===== src/rtl/sjis_pkg.sv =====
`default_nettype none

package sjis_pkg;

    // Default depth of the mapping table.
    localparam int TABLE_DEPTH_DEF = 8192;

    // Fixed field widths of the interface.
    localparam int INDEX_W = 13;
    localparam int CODE_W  = 16;
    localparam int COUNT_W = 14;

    // Command queue between the classifier and the execution side.
    localparam int QUEUE_DEPTH = 4;
    localparam int QUEUE_PTR_W = $clog2(QUEUE_DEPTH);

    // Operation codes of an input word.
    localparam logic OP_LOAD = 1'b0;
    localparam logic OP_DATA = 1'b1;

    // Byte classes of Shift_JIS.
    localparam logic [7:0]  NUL_CHAR   = 8'h00;
    localparam logic [7:0]  ASCII_MAX  = 8'h7F;
    localparam logic [7:0]  KANA_FIRST = 8'hA1;
    localparam logic [7:0]  KANA_LAST  = 8'hDF;
    localparam logic [15:0] KANA_BASE  = 16'hFF61;

    // Replacement character '?'.
    localparam logic [15:0] REPLACE_CHAR = 16'h003F;

    // UTF-8 encoding limits and marker bits.
    localparam logic [15:0] UTF8_2BYTE_MIN = 16'h0080;
    localparam logic [15:0] UTF8_3BYTE_MIN = 16'h0800;
    localparam logic [7:0]  UTF8_CONT      = 8'h80;
    localparam logic [7:0]  UTF8_LEAD2     = 8'hC0;
    localparam logic [7:0]  UTF8_LEAD3     = 8'hE0;

    typedef enum logic [1:0] {
        CMD_LOAD,
        CMD_EMIT,
        CMD_LOOKUP
    } cmd_kind_t;

    // One queued command. A load uses index, key and value; an emit carries
    // its code point in value; a lookup carries the two-byte code in key.
    typedef struct packed {
        cmd_kind_t           kind;
        logic [INDEX_W-1:0]  index;
        logic [CODE_W-1:0]   key;
        logic [CODE_W-1:0]   value;
    } cmd_t;

endpackage

`default_nettype wire


===== src/rtl/sjis_front.sv =====
`default_nettype none

module sjis_front
    import sjis_pkg::*;
(
    input  wire                clk,
    input  wire                rst_n,
    input  wire                in_valid,
    output logic               in_stall,
    input  wire                op,
    input  wire [INDEX_W-1:0]  entry_index,
    input  wire [CODE_W-1:0]   entry_key,
    input  wire [CODE_W-1:0]   entry_unicode,
    input  wire [7:0]          data_byte,
    input  wire                last_of_string,
    input  wire                queue_full,
    output logic               push,
    output cmd_t               push_cmd
);

    logic       accept;
    logic       pending_reg;
    logic       pending_next;
    logic [7:0] held_reg;
    logic [7:0] held_next;
    logic       stopped_reg;
    logic       stopped_next;

    assign in_stall = queue_full;
    assign accept   = in_valid && !in_stall;

    always_comb
    begin
        pending_next   = pending_reg;
        held_next      = held_reg;
        stopped_next   = stopped_reg;
        push           = 1'b0;
        push_cmd.kind  = CMD_LOAD;
        push_cmd.index = entry_index;
        push_cmd.key   = entry_key;
        push_cmd.value = entry_unicode;

        if (accept)
        begin
            if (op == OP_LOAD)
            begin
                push = 1'b1;
            end
            else
            begin
                if (stopped_reg)
                begin
                    // Rest of the string after a NUL is dropped.
                end
                else if (pending_reg)
                begin
                    push          = 1'b1;
                    push_cmd.kind = CMD_LOOKUP;
                    push_cmd.key  = {held_reg, data_byte};
                    pending_next  = 1'b0;
                    held_next     = '0;
                end
                else if (data_byte == NUL_CHAR)
                begin
                    stopped_next = 1'b1;
                end
                else if (data_byte <= ASCII_MAX)
                begin
                    push           = 1'b1;
                    push_cmd.kind  = CMD_EMIT;
                    push_cmd.value = {8'h00, data_byte};
                end
                else if (data_byte inside {[KANA_FIRST:KANA_LAST]})
                begin
                    push           = 1'b1;
                    push_cmd.kind  = CMD_EMIT;
                    push_cmd.value = KANA_BASE + {8'h00, data_byte} - {8'h00, KANA_FIRST};
                end
                else if (last_of_string)
                begin
                    push           = 1'b1;
                    push_cmd.kind  = CMD_EMIT;
                    push_cmd.value = REPLACE_CHAR;
                end
                else
                begin
                    pending_next = 1'b1;
                    held_next    = data_byte;
                end

                if (last_of_string)
                begin
                    pending_next = 1'b0;
                    held_next    = '0;
                    stopped_next = 1'b0;
                end
            end
        end
    end

    always_ff @(posedge clk or negedge rst_n)
    begin
        if (!rst_n)
        begin
            pending_reg <= 1'b0;
            held_reg    <= '0;
            stopped_reg <= 1'b0;
        end
        else
        begin
            pending_reg <= pending_next;
            held_reg    <= held_next;
            stopped_reg <= stopped_next;
        end
    end

    // A string end always leaves the classifier with a clean slate.
    a_string_end_clears: assert property (@(posedge clk) disable iff (!rst_n)
        accept && op == OP_DATA && last_of_string |=> !pending_reg && !stopped_reg)
        else $error("string state not cleared after last byte");

endmodule

`default_nettype wire


===== config.mk =====
export PLATFORM = sky130hd
export DESIGN_NAME = sjis_front
export DESIGN_NICKNAME = d
export VERILOG_FILES = /design/src/rtl/sjis_pkg.sv /design/src/rtl/sjis_front.sv
export SDC_FILE = /design/constraint.sdc
export NUM_CORES = 1
export LEC_CHECK = 0
export BUFFER_PORTS_ARGS = -buffer_cell sky130_fd_sc_hd__buf_2
export CELL_PAD_IN_SITES_DETAIL_PLACEMENT = 2
export CELL_PAD_IN_SITES_GLOBAL_PLACEMENT = 2
export CORE_ASPECT_RATIO = 0.5
export CORE_MARGIN = 4
export CORE_UTILIZATION = 18
export CTS_CLUSTER_DIAMETER = 40
export DETAILED_ROUTE_END_ITERATION = 16
export PLACE_DENSITY = 0.79
export SYNTH_ARGS = -nofsm -noshare
export SYNTH_HDL_FRONTEND = slang
export SYNTH_SLANG_ARGS = --single-unit

===== constraint.sdc =====
create_clock -name clk -period 3.4 [get_ports clk]
set_clock_uncertainty 0.05 [all_clocks]
set_input_delay 0.85 -clock clk [delete_from_list [all_inputs] [get_ports clk]]
set_output_delay 0.85 -clock clk [all_outputs]
set_load 0.1 [all_outputs]

== Yosys cells after proc, flatten, opt, wreduce, memory -nomap -nowiden ==
Cells that the tools add are included.

* Input bits: 59
* Output and inout bits: 49
* Flip-flop bits (word level): 10
* Logic and storage cells: 60

* Order comparisons: 3
* Muxes and demuxes: 41
* $add $sub $neg: 2
* Reductions and logical operators: 7
* Equality and inequality tests: 4

{| class="wikitable"
|+ Operators by type and width
! cell !! number
|-
| 16-bit two-way mux || 6
|-
| 32-bit two-way mux || 3
|-
| 8-bit two-way mux || 6
|-
| 1-bit two-way mux || 22
|-
| 10-bit by 9-bit subtractor with 11-bit output (second input constant) || 1
|-
| 9-bit by 9-bit adder with 10-bit output (first input constant) || 1
|-
| 3-bit inequality test (second input constant) || 3
|-
| 8-bit >= comparator (second input constant) || 1
|-
| 8-bit by 7-bit less-or-equal comparator with 1-bit output (second input constant) || 1
|-
| 8-bit less-or-equal comparator (second input constant) || 1
|-
| 8-bit zero test || 1
|-
| 2-bit two-way mux || 4
|-
| 6-bit AND reduction || 1
|-
| 3-bit AND reduction || 1
|-
| 1-bit logical AND || 2
|-
| 2-bit inequality test (second input constant) || 1
|-
| 2-bit AND reduction || 1
|-
| 1-bit zero test || 1
|}

== Longest topological paths before layout ==
* Depth in word-level cells: 9
* Depth in mapped cells: 8
* Gate-level depth less buffers: 8

== Worst setup path after synthesis ==
No wires, ideal clock.

* Kind: input to output
* Start: in data_byte[5]
* End: out push_cmd[6] (netlist name)
* Cell stages on the path: 6
* Arrival: 3365 ps
* Buffers on the path: 1
* Data required time: 2500 ps
* Slack: -865 ps
* Cells stage by stage: clkbuf_1 > nand2b_1 > nor4_1 > nor4_1 > o21ai_1 > o2bb2ai_1

{| class="wikitable"
|+ RTL lines
! item !! RTL line !! text
|-
| start: declaration || sjis_front.sv:14 || <nowiki>input wire [7:0] data_byte,</nowiki>
|-
| end: declaration || sjis_front.sv:18 || <nowiki>output cmd_t push_cmd</nowiki>
|}

==> flow_summary.json <==
{
  "track_usage_pct": 18.7,
  "crit_top_cell": "buf_4",
  "end_kind": "output port",
  "synth_cell_type_count": 36,
  "io_buffers": 81,
  "nNetsFinal": 293,
  "die-height_um": 63.8,
  "synth_area_per_cell_um2": 9.42,
  "worstSetupStartpointType": "primary input",
  "slew_violations": 0,
  "drt-total-wl_um": 8120,
  "drtAntennaViolNets": 0,
  "leakage_nw": 1.24,
  "core_area_um2": 5750,
  "p_total_mw": 0.906,
  "drc_errors": 0,
  "multi_input_area_um2": 955,
  "rrSetupSlack_ns": 1.10,
  "max_slew.worst_pin.slew_ns": 0.774,
  "crit_fanout": 3,
  "path_clk_slew_ns": 0.04,
  "synth_cells": 119,
  "hp-class": "in -> async",
  "drive_gt1_share_pct": 79.4,
  "slowest_stage": "or3_4",
  "maxCapViolations": 0,
  "p_per_area_nw_per_um2": 332,
  "rsz0062_at_grt": "true",
  "stdcell_area_um2": 2730,
  "final_core_util_pct": 47.5,
  "first_global_vias": 1674,
  "crit_required_ns": 2.50,
  "cts_tree": "built",
  "synth_area_um2": 1120,
  "gp_congestion": 0.802,
  "cts_hold_buffers": 0,
  "synth_nets": 183,
  "largest_reg_flops": 8,
  "relSlewSlack_pct": 48.3,
  "violations": "negative setup slack",
  "cts_sinks": 10,
  "critPathKind": "in -> out",
  "synth-seq-cells": 10,
  "seq_area_frac_synth_pct": 22.3,
  "final-seq-area_um2": 250,
  "cts_max_path_buffers": 2,
  "clock.fmax_mhz": 276,
  "dp_hpwl_um": 5390,
  "die_w_um": 120,
  "cp_slowest_stage_delay_ns": 0.43,
  "grt-ovfl-total": 0,
  "clk_latency_ns": 0.23,
  "antenna_found_initial": 1,
  "final_common_cell": "buf_2",
  "r2r-end": "held_reg[1]",
  "vdd_ir_drop_max_mv": 0.169,
  "grt_pass1_wl_um": 10900,
  "fin_crit_sh_pct": 107,
  "cts_root_buf": "clkbuf_16",
  "final_cell_mix": "buf_2 (42), buf_12 (35), buf_4 (34)",
  "avgViaCountPerCell": 4.85,
  "outcome": "finished, violations left",
  "setup_violations": 18,
  "floorplan.initialDensity_pct": 19.5,
  "fin_tns_setup_ns": -2.05,
  "drt_iter0_drc": 43,
  "ios": 108,
  "worstRegToRegCells": 5,
  "die_area_um2": 7630,
  "final_hold_viol_count": 0,
  "dr.pass1.iters": 4,
  "avgRoutedWirePerCell_um": 25.9,
  "crit_chain": "buf_6, or3_4, nor4b_4, buf_4, buf_4, o31ai_1, a32o_1, a22o_2, buf_8",
  "dpl-instance-area_um2": 2320,
  "cts_htree_levels": 1,
  "timing.rr.start": "pending_reg",
  "syn_to_final_growth_pct": 144,
  "nFillCells": 572,
  "setup_slack_ns": -0.227,
  "cts_made_buffers": 3,
  "vias": 1517,
  "arrival_ns": 2.73,
  "period_needed_ns": 3.63,
  "yosysWarnings": 0,
  "grt_max_degree": 15,
  "num_rows": 19
}
[metal layers]
metal	vias up	track usage (%)	part of all wire (%)
met3	23	1.32	2.6
li1	668	-	-
met5	-	0	0
met2	48	35.3	51
met1	778	23.2	42
met4	0	5.56	3.8
[worst max-delay path by stage]
stage | from | endpoint | slack [ns]
global route | data_byte[4] | push_cmd[7] | -0.24
CTS | data_byte[4] | push_cmd[5] | -0.07
floorplan | data_byte[5] | push_cmd[6] | -0.28
detailed placement | data_byte[6] | push_cmd[5] | -0.37
global placement | data_byte[6] | push_cmd[0] | -0.17
finish | data_byte[4] | push_cmd[7] | -0.23
[per-stage QoR]
step	setup WS (ns)	hold WS, ns	instances
finish	-0.227	0.420	313
global route	-0.236	0.441	313
CTS	-0.0701	0.432	306
detailed placement	-0.367	0.454	292
global placement	-0.173	0.447	292
floorplan	-0.276	0.417	119
[synthesized netlist by cell type (all sizes together)]
master | instances | area, um^2
or2 | 1 | 6.26
o211ai | 1 | 7.51
a32o | 7 | 70.1
nor2b | 1 | 6.26
or3 | 1 | 11.3
a31oi | 1 | 6.26
mux2i | 1 | 10.0
dfrtp | 10 | 250
nor4 | 3 | 18.8
a31o | 2 | 17.5
ha | 5 | 62.6
and4 | 1 | 8.76
inv | 6 | 22.5
o2bb2ai | 1 | 8.76
mux2 | 16 | 180
or4 | 2 | 15.0
nor4b | 1 | 23.8
nand2 | 3 | 11.3
clkbuf | 1 | 3.75
nand3b | 3 | 22.5
a21o | 9 | 67.6
nor2 | 7 | 26.3
o22a | 6 | 52.6
o21bai | 1 | 7.51
buf | 16 | 115
nand2b | 3 | 18.8
nand4 | 1 | 6.26
a21oi | 1 | 5.00
o21ai | 2 | 10.0
a22o | 2 | 17.5
nor3 | 2 | 15.0
o31ai | 1 | 7.51
xnor2 | 1 | 8.76
[layout make-up]
type	count	area share, %
antenna	1	0.0916
clock buffer	4	3.25
inverter	6	1.10
multi-input combinational	86	34.9
sequential	10	9.16
tap	84	3.85
timing repair buffer	122	47.6
[timing repair]
item	CTS	global route
endpoints found under the setup margin	18	18
gates resized for setup	24	19
pin swaps	8	6
buffers inserted	11	6
[cell families (layout without fill, tap and decap cells)]
kind of cell	after synthesis	count (layout)	share of synthesized area (%)
compound gates	34	34	24.8
simple gates	29	29	17.0
fa+ha+maj	5	5	5.58
flops	10	10	22.3
buf+inv	23	132	12.6
mux	17	17	17.0
xor+xnor	1	1	0.781
other cells	0	1	0
[critical path, delay by kind of cell]
| kind | cells | cell delay, ns |
|---|---|---|
| AND/OR/NAND/NOR | 2 | 0.75 |
| buffers and inverters | 4 | 0.54 |
| AO/OA/AOI/OAI | 3 | 0.55 |
[report_power, final]
part	leakage [nW]	total, mW	internal (mW)	switching, mW
Combinational	1.06	0.535	0.209	0.326
Sequential	0.136	0.142	0.131	0.0114
Clock	0.0442	0.229	0.177	0.0528
No activity file was read; power rests on OpenSTA's default activity.
