## config.mk

```make
export PLATFORM = sky130hd
export DESIGN_NAME = sjis_fifo
export DESIGN_NICKNAME = d
export VERILOG_FILES = /design/src/rtl/sjis_pkg.sv /design/src/rtl/sjis_fifo.sv
export SDC_FILE = /design/constraint.sdc
export NUM_CORES = 1
export LEC_CHECK = 0
export BUFFER_PORTS_ARGS = -buffer_cell sky130_fd_sc_hd__buf_4
export CAP_MARGIN = 20
export CORE_UTILIZATION = 30
export DETAILED_ROUTE_END_ITERATION = 8
export GPL_TIMING_DRIVEN = 0
export HOLD_SLACK_MARGIN = 0.02
export PLACE_DENSITY = 0.44
export SYNTH_ARGS = -nofsm -noshare
export SYNTH_HDL_FRONTEND = slang
export SYNTH_SLANG_ARGS = --single-unit
```

## constraint.sdc

```tcl
create_clock -name clk -period 3 [get_ports clk]
set_clock_uncertainty 0.05 [all_clocks]
set_input_delay 0.9 -clock clk [delete_from_list [all_inputs] [get_ports clk]]
set_output_delay 0.9 -clock clk [all_outputs]
set_load 0.05 [all_outputs]
```

## src/rtl/sjis_pkg.sv

```systemverilog
`default_nettype none

package sjis_pkg;

    // Default depth of the mapping table.
    localparam int TABLE_DEPTH_DEF = 8192;

    // Fixed field widths of the interface.
    localparam int INDEX_W = 13;
    localparam int CODE_W  = 16;
    localparam int COUNT_W = 14;

    // Command queue between the classifier and the execution side.
    localparam int QUEUE_DEPTH = 4;
    localparam int QUEUE_PTR_W = $clog2(QUEUE_DEPTH);

    // Operation codes of an input word.
    localparam logic OP_LOAD = 1'b0;
    localparam logic OP_DATA = 1'b1;

    // Byte classes of Shift_JIS.
    localparam logic [7:0]  NUL_CHAR   = 8'h00;
    localparam logic [7:0]  ASCII_MAX  = 8'h7F;
    localparam logic [7:0]  KANA_FIRST = 8'hA1;
    localparam logic [7:0]  KANA_LAST  = 8'hDF;
    localparam logic [15:0] KANA_BASE  = 16'hFF61;

    // Replacement character '?'.
    localparam logic [15:0] REPLACE_CHAR = 16'h003F;

    // UTF-8 encoding limits and marker bits.
    localparam logic [15:0] UTF8_2BYTE_MIN = 16'h0080;
    localparam logic [15:0] UTF8_3BYTE_MIN = 16'h0800;
    localparam logic [7:0]  UTF8_CONT      = 8'h80;
    localparam logic [7:0]  UTF8_LEAD2     = 8'hC0;
    localparam logic [7:0]  UTF8_LEAD3     = 8'hE0;

    typedef enum logic [1:0] {
        CMD_LOAD,
        CMD_EMIT,
        CMD_LOOKUP
    } cmd_kind_t;

    // One queued command. A load uses index, key and value; an emit carries
    // its code point in value; a lookup carries the two-byte code in key.
    typedef struct packed {
        cmd_kind_t           kind;
        logic [INDEX_W-1:0]  index;
        logic [CODE_W-1:0]   key;
        logic [CODE_W-1:0]   value;
    } cmd_t;

endpackage

`default_nettype wire

```

## src/rtl/sjis_fifo.sv

```systemverilog
`default_nettype none

module sjis_fifo
    import sjis_pkg::*;
(
    input  wire   clk,
    input  wire   rst_n,
    input  wire   push,
    input  cmd_t  push_cmd,
    output logic  full,
    input  wire   pop,
    output cmd_t  pop_cmd,
    output logic  empty
);

    cmd_t                   entries_reg [QUEUE_DEPTH];
    logic [QUEUE_PTR_W-1:0] wr_ptr_reg;
    logic [QUEUE_PTR_W-1:0] rd_ptr_reg;
    logic [QUEUE_PTR_W:0]   count_reg;

    assign full    = count_reg == (QUEUE_PTR_W + 1)'(QUEUE_DEPTH);
    assign empty   = count_reg == '0;
    assign pop_cmd = entries_reg[rd_ptr_reg];

    always_ff @(posedge clk)
    begin
        if (push)
        begin
            entries_reg[wr_ptr_reg] <= push_cmd;
        end
    end

    always_ff @(posedge clk or negedge rst_n)
    begin
        if (!rst_n)
        begin
            wr_ptr_reg <= '0;
            rd_ptr_reg <= '0;
            count_reg  <= '0;
        end
        else
        begin
            if (push)
            begin
                wr_ptr_reg <= (wr_ptr_reg == QUEUE_PTR_W'(QUEUE_DEPTH - 1)) ?
                              '0 : wr_ptr_reg + 1'b1;
            end
            if (pop)
            begin
                rd_ptr_reg <= (rd_ptr_reg == QUEUE_PTR_W'(QUEUE_DEPTH - 1)) ?
                              '0 : rd_ptr_reg + 1'b1;
            end
            if (push && !pop)
            begin
                count_reg <= count_reg + 1'b1;
            end
            else if (pop && !push)
            begin
                count_reg <= count_reg - 1'b1;
            end
        end
    end

    a_no_pop_empty: assert property (@(posedge clk) disable iff (!rst_n)
        pop |-> !empty)
        else $error("command queue popped while empty");

    a_fill_tracks: assert property (@(posedge clk) disable iff (!rst_n)
        push && !pop |=> count_reg == $past(count_reg) + 1'b1)
        else $error("command queue fill count lost a push");

endmodule

`default_nettype wire

```

Yosys cells after proc, flatten, opt, wreduce, memory -nomap -nowiden:

Memory sizes are Yosys's and may differ from the RTL's.
Cells that the tools add are included.

* bits in registers: 7
* bits in writable memories: 188
* bits of input ports: 51
* output and inout bits: 49
* word-level logic and storage cells: 23
* memories kept: 1

* add/sub/neg operators: 4
* equality and inequality tests: 3
* muxes and demuxes: 6
* reduce and logical (&&, ||, !) cells: 6

Memory list
* entries_reg: depth 4, bits a word 47, rd ports 1, clocked after Yosys merged registers in 0, write ports 1, RTL line sjis_fifo.sv:16 `cmd_t entries_reg [QUEUE_DEPTH];`

Operators with widths (count)
* $mux 3: 2
* $add 2x1->2 const B: 2
* $eq 2x2->1 const B: 2
* $mux 2: 2
* $add 3x1->3 const B: 1
* $eq 3x3->1 const B: 1
* $logic_not 3->1: 1
* $sub 3x1->3 const B: 1
* $logic_and 1x1->1: 2
* $logic_not 1->1: 2
* $mux 1: 2
* $reduce_bool 2->1: 1

Depth between registers and ports, before layout:

Gate-level depths: netlist of the first run.

* depth after elaboration: 4
* gate-level depth with buffers: 7
* mapped depth without buffers: 7

Least setup slack after synthesis of the first run:

No wires, ideal clock.

* path kind: register -> output
* from: register count_reg[0]
* to: output full
* arrival time: 1599 ps
* data required time: 2050 ps
* setup slack: 451 ps
* stages on the path, launching flop included: 2
* path buffers: 0
* path through: dfrtp_1 nor3b_1

* word-level cells in the longest chain between the ends: 1

Ends and longest elaborated chain
* start, declared: RTL line sjis_fifo.sv:19 `logic [QUEUE_PTR_W:0] count_reg;`
* start signal, assigned: RTL line sjis_fifo.sv:55 `count_reg <= count_reg + 1'b1;`
* start signal, assigned: RTL line sjis_fifo.sv:59 `count_reg <= count_reg - 1'b1;`
* $eq 3x3->1: RTL line sjis_fifo.sv:21 `assign full = count_reg == (QUEUE_PTR_W + 1)'(QUEUE_DEPTH);`
* end, declared: RTL line sjis_fifo.sv:10 `output logic full,`

Every way passes these cells.

==> results of run 1 <==
-- final cells by class --
cell class | count | area (um2) | share of cell area
timing repair buffer | 99 | 743 | 0.0826
sequential | 195 | 5820 | 0.647
buffer | 10 | 86.3 | 0.00960
clock buffer | 18 | 429 | 0.0477
tap | 319 | 399 | 0.0444
clock inverter | 14 | 201 | 0.0224
inverter | 4 | 15.0 | 0.00167
multi-input combinational | 73 | 1300 | 0.144
-- synthesized netlist by cell type --
cell	number
buf_1	1
dfrtp_1	7
buf_2	3
edfxtp_1	188
xor2_1	2
o21ai_0	2
inv_1	4
nor3_1	1
nand2_1	2
fa_1	1
mux4_1	2
ha_1	6
buf_6	1
mux2_2	3
buf_12	2
and2_1	4
mux4_2	45
buf_4	3
nor2_1	3
clkbuf_1	1
nor3b_1	1
xnor2_1	1
-- power by group through the flow --
stage / Clock, mW / Sequential [mW] / Combinational [mW]
floorplan: 0 / 3.65 / 2.90
global placement: 0 / 3.70 / 4.02
detailed placement: 0 / 3.68 / 4.05
CTS: 2.49 / 3.62 / 4.06
global route: 2.58 / 3.66 / 4.17
finish: 2.42 / 3.62 / 3.93
-- per-stage QoR --
| step | cell area [um2] | setup TNS [ns] | std cells | power (mW) | hold WS, ns |
|---|---|---|---|---|---|
| after floorplan | 7220 | 0 | 283 | 6.55 | 0.406 |
| after global placement | 8360 | -149.15 | 701 | 7.72 | 0.421 |
| after detailed placement | 8370 | 0 | 701 | 7.73 | 0.433 |
| after CTS | 9010 | 0 | 733 | 10.2 | 0.212 |
| after global routing | 8990 | 0 | 732 | 10.4 | 0.210 |
| final | 8990 | 0 | 732 | 9.96 | 0.230 |
-- worst paths after layout --
path	start	cells past startpoint	slack, ns	end
worst max-delay path	rd_ptr_reg[0]	4	0.12	pop_cmd[7]
worst min-delay path	rst_n	1	0.23	count_reg[2]
worst max register to register	wr_ptr_reg[0]	3	1.20	entries_reg[2][8]
worst min register to register	count_reg[2]	1	0.44	count_reg[2]
max in group asynchronous	rst_n	1	2.53	rd_ptr_reg[1]
min in group clk	count_reg[2]	1	0.44	count_reg[2]
-- metal layers --
metal  up-vias  wire (um)  track usage
met5         -          0            0
met4         0        195       0.0430
met3        14        640       0.0363
met2        77       6770        0.195
met1      1722       6150        0.148
li1       1432          -            -
-- logic make-up after synthesis --
family,share of synthesized area
AOI/OAI and AO/OA,0.00139
xor gates and xnor gates,0.00364
adders and majority gates,0.0132
buffers and inverters,0.0154
DFF,0.806
muxes,0.152
and+or+nand+nor,0.00780
-- cell usage in the layout (no fill, tap or decap), drive strengths merged --
master    netlist  routed
edfxtp        188     188
buf            10     107
mux4           47      47
clkbuf          1      20
inv             4       8
dfrtp           7       7
ha              6       6
and2            4       4
bufinv          0       4
mux2            3       3
nor2            3       3
clkinvlp        0       3
clkinv          0       3
nand2           2       2
o21ai           2       2
xor2            2       2
nor3            1       1
nor3b           1       1
xnor2           1       1
fa              1       1
==> metrics.log, run 1 <==
[metrics] Flop pwr share: 0.363
[metrics] post-DR vias/cell: 4.43
[metrics] number of global-route vias before repair: 3541
[metrics] internal power contribution: 6.28 mW
[metrics] highest cell delay on the worst timing path: 0.56 ns
[metrics] ratio of final minimum period to clock period: 0.961
[metrics] weighted congestion reported at the end of routability-driven placement: 0.664
[metrics] mapped cell area: 7220 um2
[metrics] FP Rows: 56
[metrics] master of the slowest instance on the critical path: mux4_2
[metrics] sink count of the clock tree: 195
[metrics] RSZ-0062 raised after global routing: false
[metrics] total clock buffers created by CTS: 17
[metrics] power share of the clock group: 0.243
[metrics] number of violations of the max-capacitance limit: 0
[metrics] count of TritonRoute iterations in the first routing pass: 4
[metrics] worst path cell trace: buf_6 > buf_4 > mux4_2 > buf_4
[metrics] aggregate global routing overflow: 0
[metrics] syn_area_per_cell: 25.5 um2
[metrics] CTS tree: built
[metrics] all-layer global routing usage: 0.119
[metrics] cell count after synthesis: 283
[metrics] number of I/O port buffers: 99
[metrics] max FFs per register: 188
[metrics] Required @ worst endpoint: 2.05 ns
[metrics] cts repair resizes: 4
[metrics] switching pwr: 3.68 mW
[metrics] top fanout value on the critical path: 10
[metrics] class of the tightest hold or removal check: input port to async pin
[metrics] Clock H-tree levels: 4
[metrics] fin. max-slew vios: 0
[metrics] total of fill cells in the finished design: 2215
[metrics] total setup violations reported at the end of the flow: 0
[metrics] number of antenna violations at the first check in global routing: 0
[metrics] largest area contributor in the synthesized netlist: edfxtp_1
[metrics] startpoint-to-endpoint class of the critical path: flip-flop to output port
[metrics] number of post-CTS setup repair buffers: 0
[metrics] global-route wire length before repair: 20700 um
[metrics] maximum buffer depth of the clock tree: 2
[metrics] clock latency at the later pin of the worst-skew pair: 0.42 ns
[metrics] actual transition at the worst max-transition pin: 0.832 ns
[metrics] net switching share of the total power: 0.370
[metrics] final routed wirelength across all metal layers: 13800 um
[metrics] Core Box Area: 23500 um2
[metrics] crit-path leading delay family: buffers and inverters
[metrics] tightest slew margin relative to the limit: 0.445
[metrics] final-report hold violation count: 0
[metrics] routed length per instance: 18.8 um
[metrics] buffering stage count on the worst path with inverters included: 3
[metrics] synth unique cells: 22
[metrics] post-synthesis to final-layout area growth: 24.6%
[metrics] sequential-to-total area share from yosys stat: 0.806
[metrics] area share of the largest cell type after synthesis: 0.782
[metrics] Post-DP HPWL: 7820 um
[metrics] Worst Setup Slack post-DPL: 0.357 ns
[metrics] number of design rule violations left after detail routing: 0
[metrics] full die area: 24700 um2
[metrics] arrival time of the worst setup path: 1.93 ns
[metrics] nets in the synthesized netlist: 341
[metrics] core utilization of the finished layout: 0.382
[metrics] result of the run: completed
[metrics] fin crit period: 2.88 ns
[metrics] share of layout cells above drive strength 1: 0.465
[metrics] die boundary height: 157 um
[metrics] library cell used as clock root buffer: clkbuf_16
[metrics] remaining antenna violation count after routing: 0
[metrics] startpoint types: flip-flop
[metrics] clock slew seen by the registers of the worst setup and hold paths: 0.07 ns
[metrics] post-route worst setup slack: 0.117 ns
[metrics] fmax: 347 MHz
[metrics] most area-consuming cells after synthesis: edfxtp_1, mux4_2, dfrtp_1, ha_1, mux4_1
[metrics] number of synthesis warnings: 0
[metrics] number of I/O pins: 100
[metrics] antenna diode count: 0
[metrics] pwr/cell area: 1110 nW/um2
[metrics] maximum number of pins on one net before global-route repair: 48
[metrics] Die X-Extent: 157 um
[metrics] number of register bits inferred by synthesis: 195
[metrics] Layout Nets: 458
[metrics] combinational fraction of design power: 0.394
[metrics] critical path endpoint category: output port
[metrics] number of DRC markers in iteration 0: 119
[metrics] leakage dissipation: 3.07 nW
[metrics] most prevalent standard cell on the critical path: buf_4
[metrics] CTS Hold Bufs: 0
[metrics] peak supply drop: 0.414 mV
[metrics] initial cell density of the core: 0.307
[metrics] detailed-route via count: 3245
Note: power is estimated with default switching activity, not from simulation.
==> run 2: changes to the inputs <==
--- a/config.mk
+++ b/config.mk
@@ -7,6 +7,7 @@
 export LEC_CHECK = 0
 export BUFFER_PORTS_ARGS = -buffer_cell sky130_fd_sc_hd__buf_4
 export CAP_MARGIN = 20
+export CORE_ASPECT_RATIO = 1.1
 export CORE_UTILIZATION = 30
 export DETAILED_ROUTE_END_ITERATION = 8
 export GPL_TIMING_DRIVEN = 0
==> metrics.log, run 2 (synthesis gave the netlist of run 1 again) <==
[metrics] result of the run: completed
[metrics] die boundary height: 165 um
[metrics] ratio of final minimum period to clock period: 0.968
[metrics] non-filler instance count after layout: 718
[metrics] full die area: 24700 um2
[metrics] number of design rule violations left after detail routing: 0
[metrics] actual transition at the worst max-transition pin: 0.797 ns
[metrics] worst path cell trace: buf_6 > buf_12 > mux4_1 > buf_4
[metrics] number of violations of the max-capacitance limit: 0
[metrics] number of DRC markers in iteration 0: 179
[metrics] multi-input combinational cell area: 1300 um2
[metrics] fmax: 344 MHz
[metrics] total clock buffers created by CTS: 17
[metrics] most frequent standard cell in the layout excluding fill and tap cells: edfxtp_1
[metrics] number of I/O pins: 100
[metrics] Layout Nets: 458
[metrics] max FFs per register: 188
[metrics] total placed cells including tap cells: 687
[metrics] core utilization of the finished layout: 0.380
[metrics] highest cell delay on the worst timing path: 0.59 ns
[metrics] Clock H-tree levels: 4
[metrics] Pwr Total: 9.83 mW
[metrics] number of I/O port buffers: 99
[metrics] Die X-Extent: 150 um
[metrics] global-route wire length before repair: 20700 um
[metrics] initial cell density of the core: 0.306
[metrics] final routed wirelength across all metal layers: 13800 um
[metrics] routed length per instance: 19.2 um
[metrics] remaining antenna violation count after routing: 0
[metrics] CTS tree: built
[metrics] tightest slew margin relative to the limit: 0.469
[metrics] fin. max-slew vios: 0
[metrics] buffering stage count on the worst path with inverters included: 3
[metrics] antenna diode count: 0
[metrics] Core Box Area: 23600 um2
[metrics] post-synthesis to final-layout area growth: 24.2%
[metrics] critical path endpoint category: output port
[metrics] commonest non-fill, non-tap cells in the layout: edfxtp_1, buf_4, mux4_2
[metrics] clock slew seen by the registers of the worst setup and hold paths: 0.08 ns
[metrics] total of fill cells in the finished design: 2212
[metrics] library cell used as clock root buffer: clkbuf_16
[metrics] maximum number of pins on one net before global-route repair: 48
[metrics] clock latency at the later pin of the worst-skew pair: 0.43 ns
[metrics] Final Hold Slack: 0.226 ns
[metrics] sink count of the clock tree: 195
[metrics] weighted congestion reported at the end of routability-driven placement: 0.635
[metrics] Post-DP HPWL: 8020 um
[metrics] leakage dissipation: 3.07 nW
[metrics] aggregate global routing overflow: 0
[metrics] startpoint-to-endpoint class of the critical path: flip-flop to output port
[metrics] post-route setup TNS: 0 ns
[metrics] peak supply drop: 0.390 mV
[metrics] FP Rows: 59
[metrics] arrival time of the worst setup path: 1.95 ns
[metrics] share of layout cells above drive strength 1: 0.467
[metrics] master of the slowest instance on the critical path: mux4_1
[metrics] count of TritonRoute iterations in the first routing pass: 4
[metrics] number of global-route vias before repair: 3593
[metrics] class of the tightest hold or removal check: input port to async pin
[metrics] detailed-route via count: 3228
[metrics] Storage cell area: 5820 um2
[metrics] Required @ worst endpoint: 2.05 ns
[metrics] RSZ-0062 raised after global routing: false
[metrics] fin crit period: 2.90 ns
[metrics] number of post-CTS setup repair buffers: 0
[metrics] final-report hold violation count: 0
[metrics] total setup violations reported at the end of the flow: 0
[metrics] pwr/cell area: 1100 nW/um2
[metrics] post-DR vias/cell: 4.50
[metrics] top fanout value on the critical path: 19
[metrics] maximum buffer depth of the clock tree: 2
[metrics] all-layer global routing usage: 0.120
[metrics] startpoint types: flip-flop
[metrics] number of antenna violations at the first check in global routing: 0
[metrics] crit-path leading delay family: multiplexers
-- run 2: metrics by stage --
step	cell area, um2	worst slack [ns]
floorplan	7220	0.451
global placement	8340	-0.799
global route	8970	0.00330
CTS	8990	0.00470
finish	8970	0.0963
detailed placement	8350	0.331
-- run 2: area by class of cell --
type / instances / area share
Sequential cell: 195 / 0.649
Clock inverter: 15 / 0.0207
Clock buffer: 17 / 0.0474
Inverter: 4 / 0.00167
Multi-Input combinational cell: 73 / 0.145
Timing Repair Buffer: 99 / 0.0841
Buffer: 10 / 0.00963
Tap cell: 305 / 0.0426
-- run 2: timing repair --
item / 4_1_cts / 5_1_grt
endpoints found under the hold margin: 0 / 0
endpoints found under the setup margin: 39 / 8
hold buffers: 0 / 0
resized for setup: 8 / 0
pin swaps: 0 / 0
gates cloned: 0 / 0
-- run 2: layer usage --
layer  GRT usage  share of wire  up-vias
li1            -              -     1435
met1       0.135           0.41     1700
met2       0.210           0.52       76
met3      0.0381          0.055       17
met4      0.0455          0.015        0
met5           0              0        -
-- run 2: path summary, 6_finish.rpt --
check | start | end | cells after the start | slack [ns]
hold / removal | rst_n | rd_ptr_reg[1] | 1 | 0.23
max in group asynchronous | rst_n | wr_ptr_reg[0] | 1 | 2.54
min in group clk | count_reg[2] | count_reg[2] | 1 | 0.44
setup reg to reg | wr_ptr_reg[0] | entries_reg[0][6] | 3 | 1.19
setup / recovery | rd_ptr_reg[0] | pop_cmd[39] | 4 | 0.1
hold reg to reg | count_reg[2] | count_reg[2] | 1 | 0.44
-- run 2: report_power, final --
| part | internal, mW | switching (mW) |
|---|---|---|
| Combinational | 1.39 | 2.55 |
| Clock | 1.14 | 1.14 |
| Sequential | 3.50 | 0.122 |
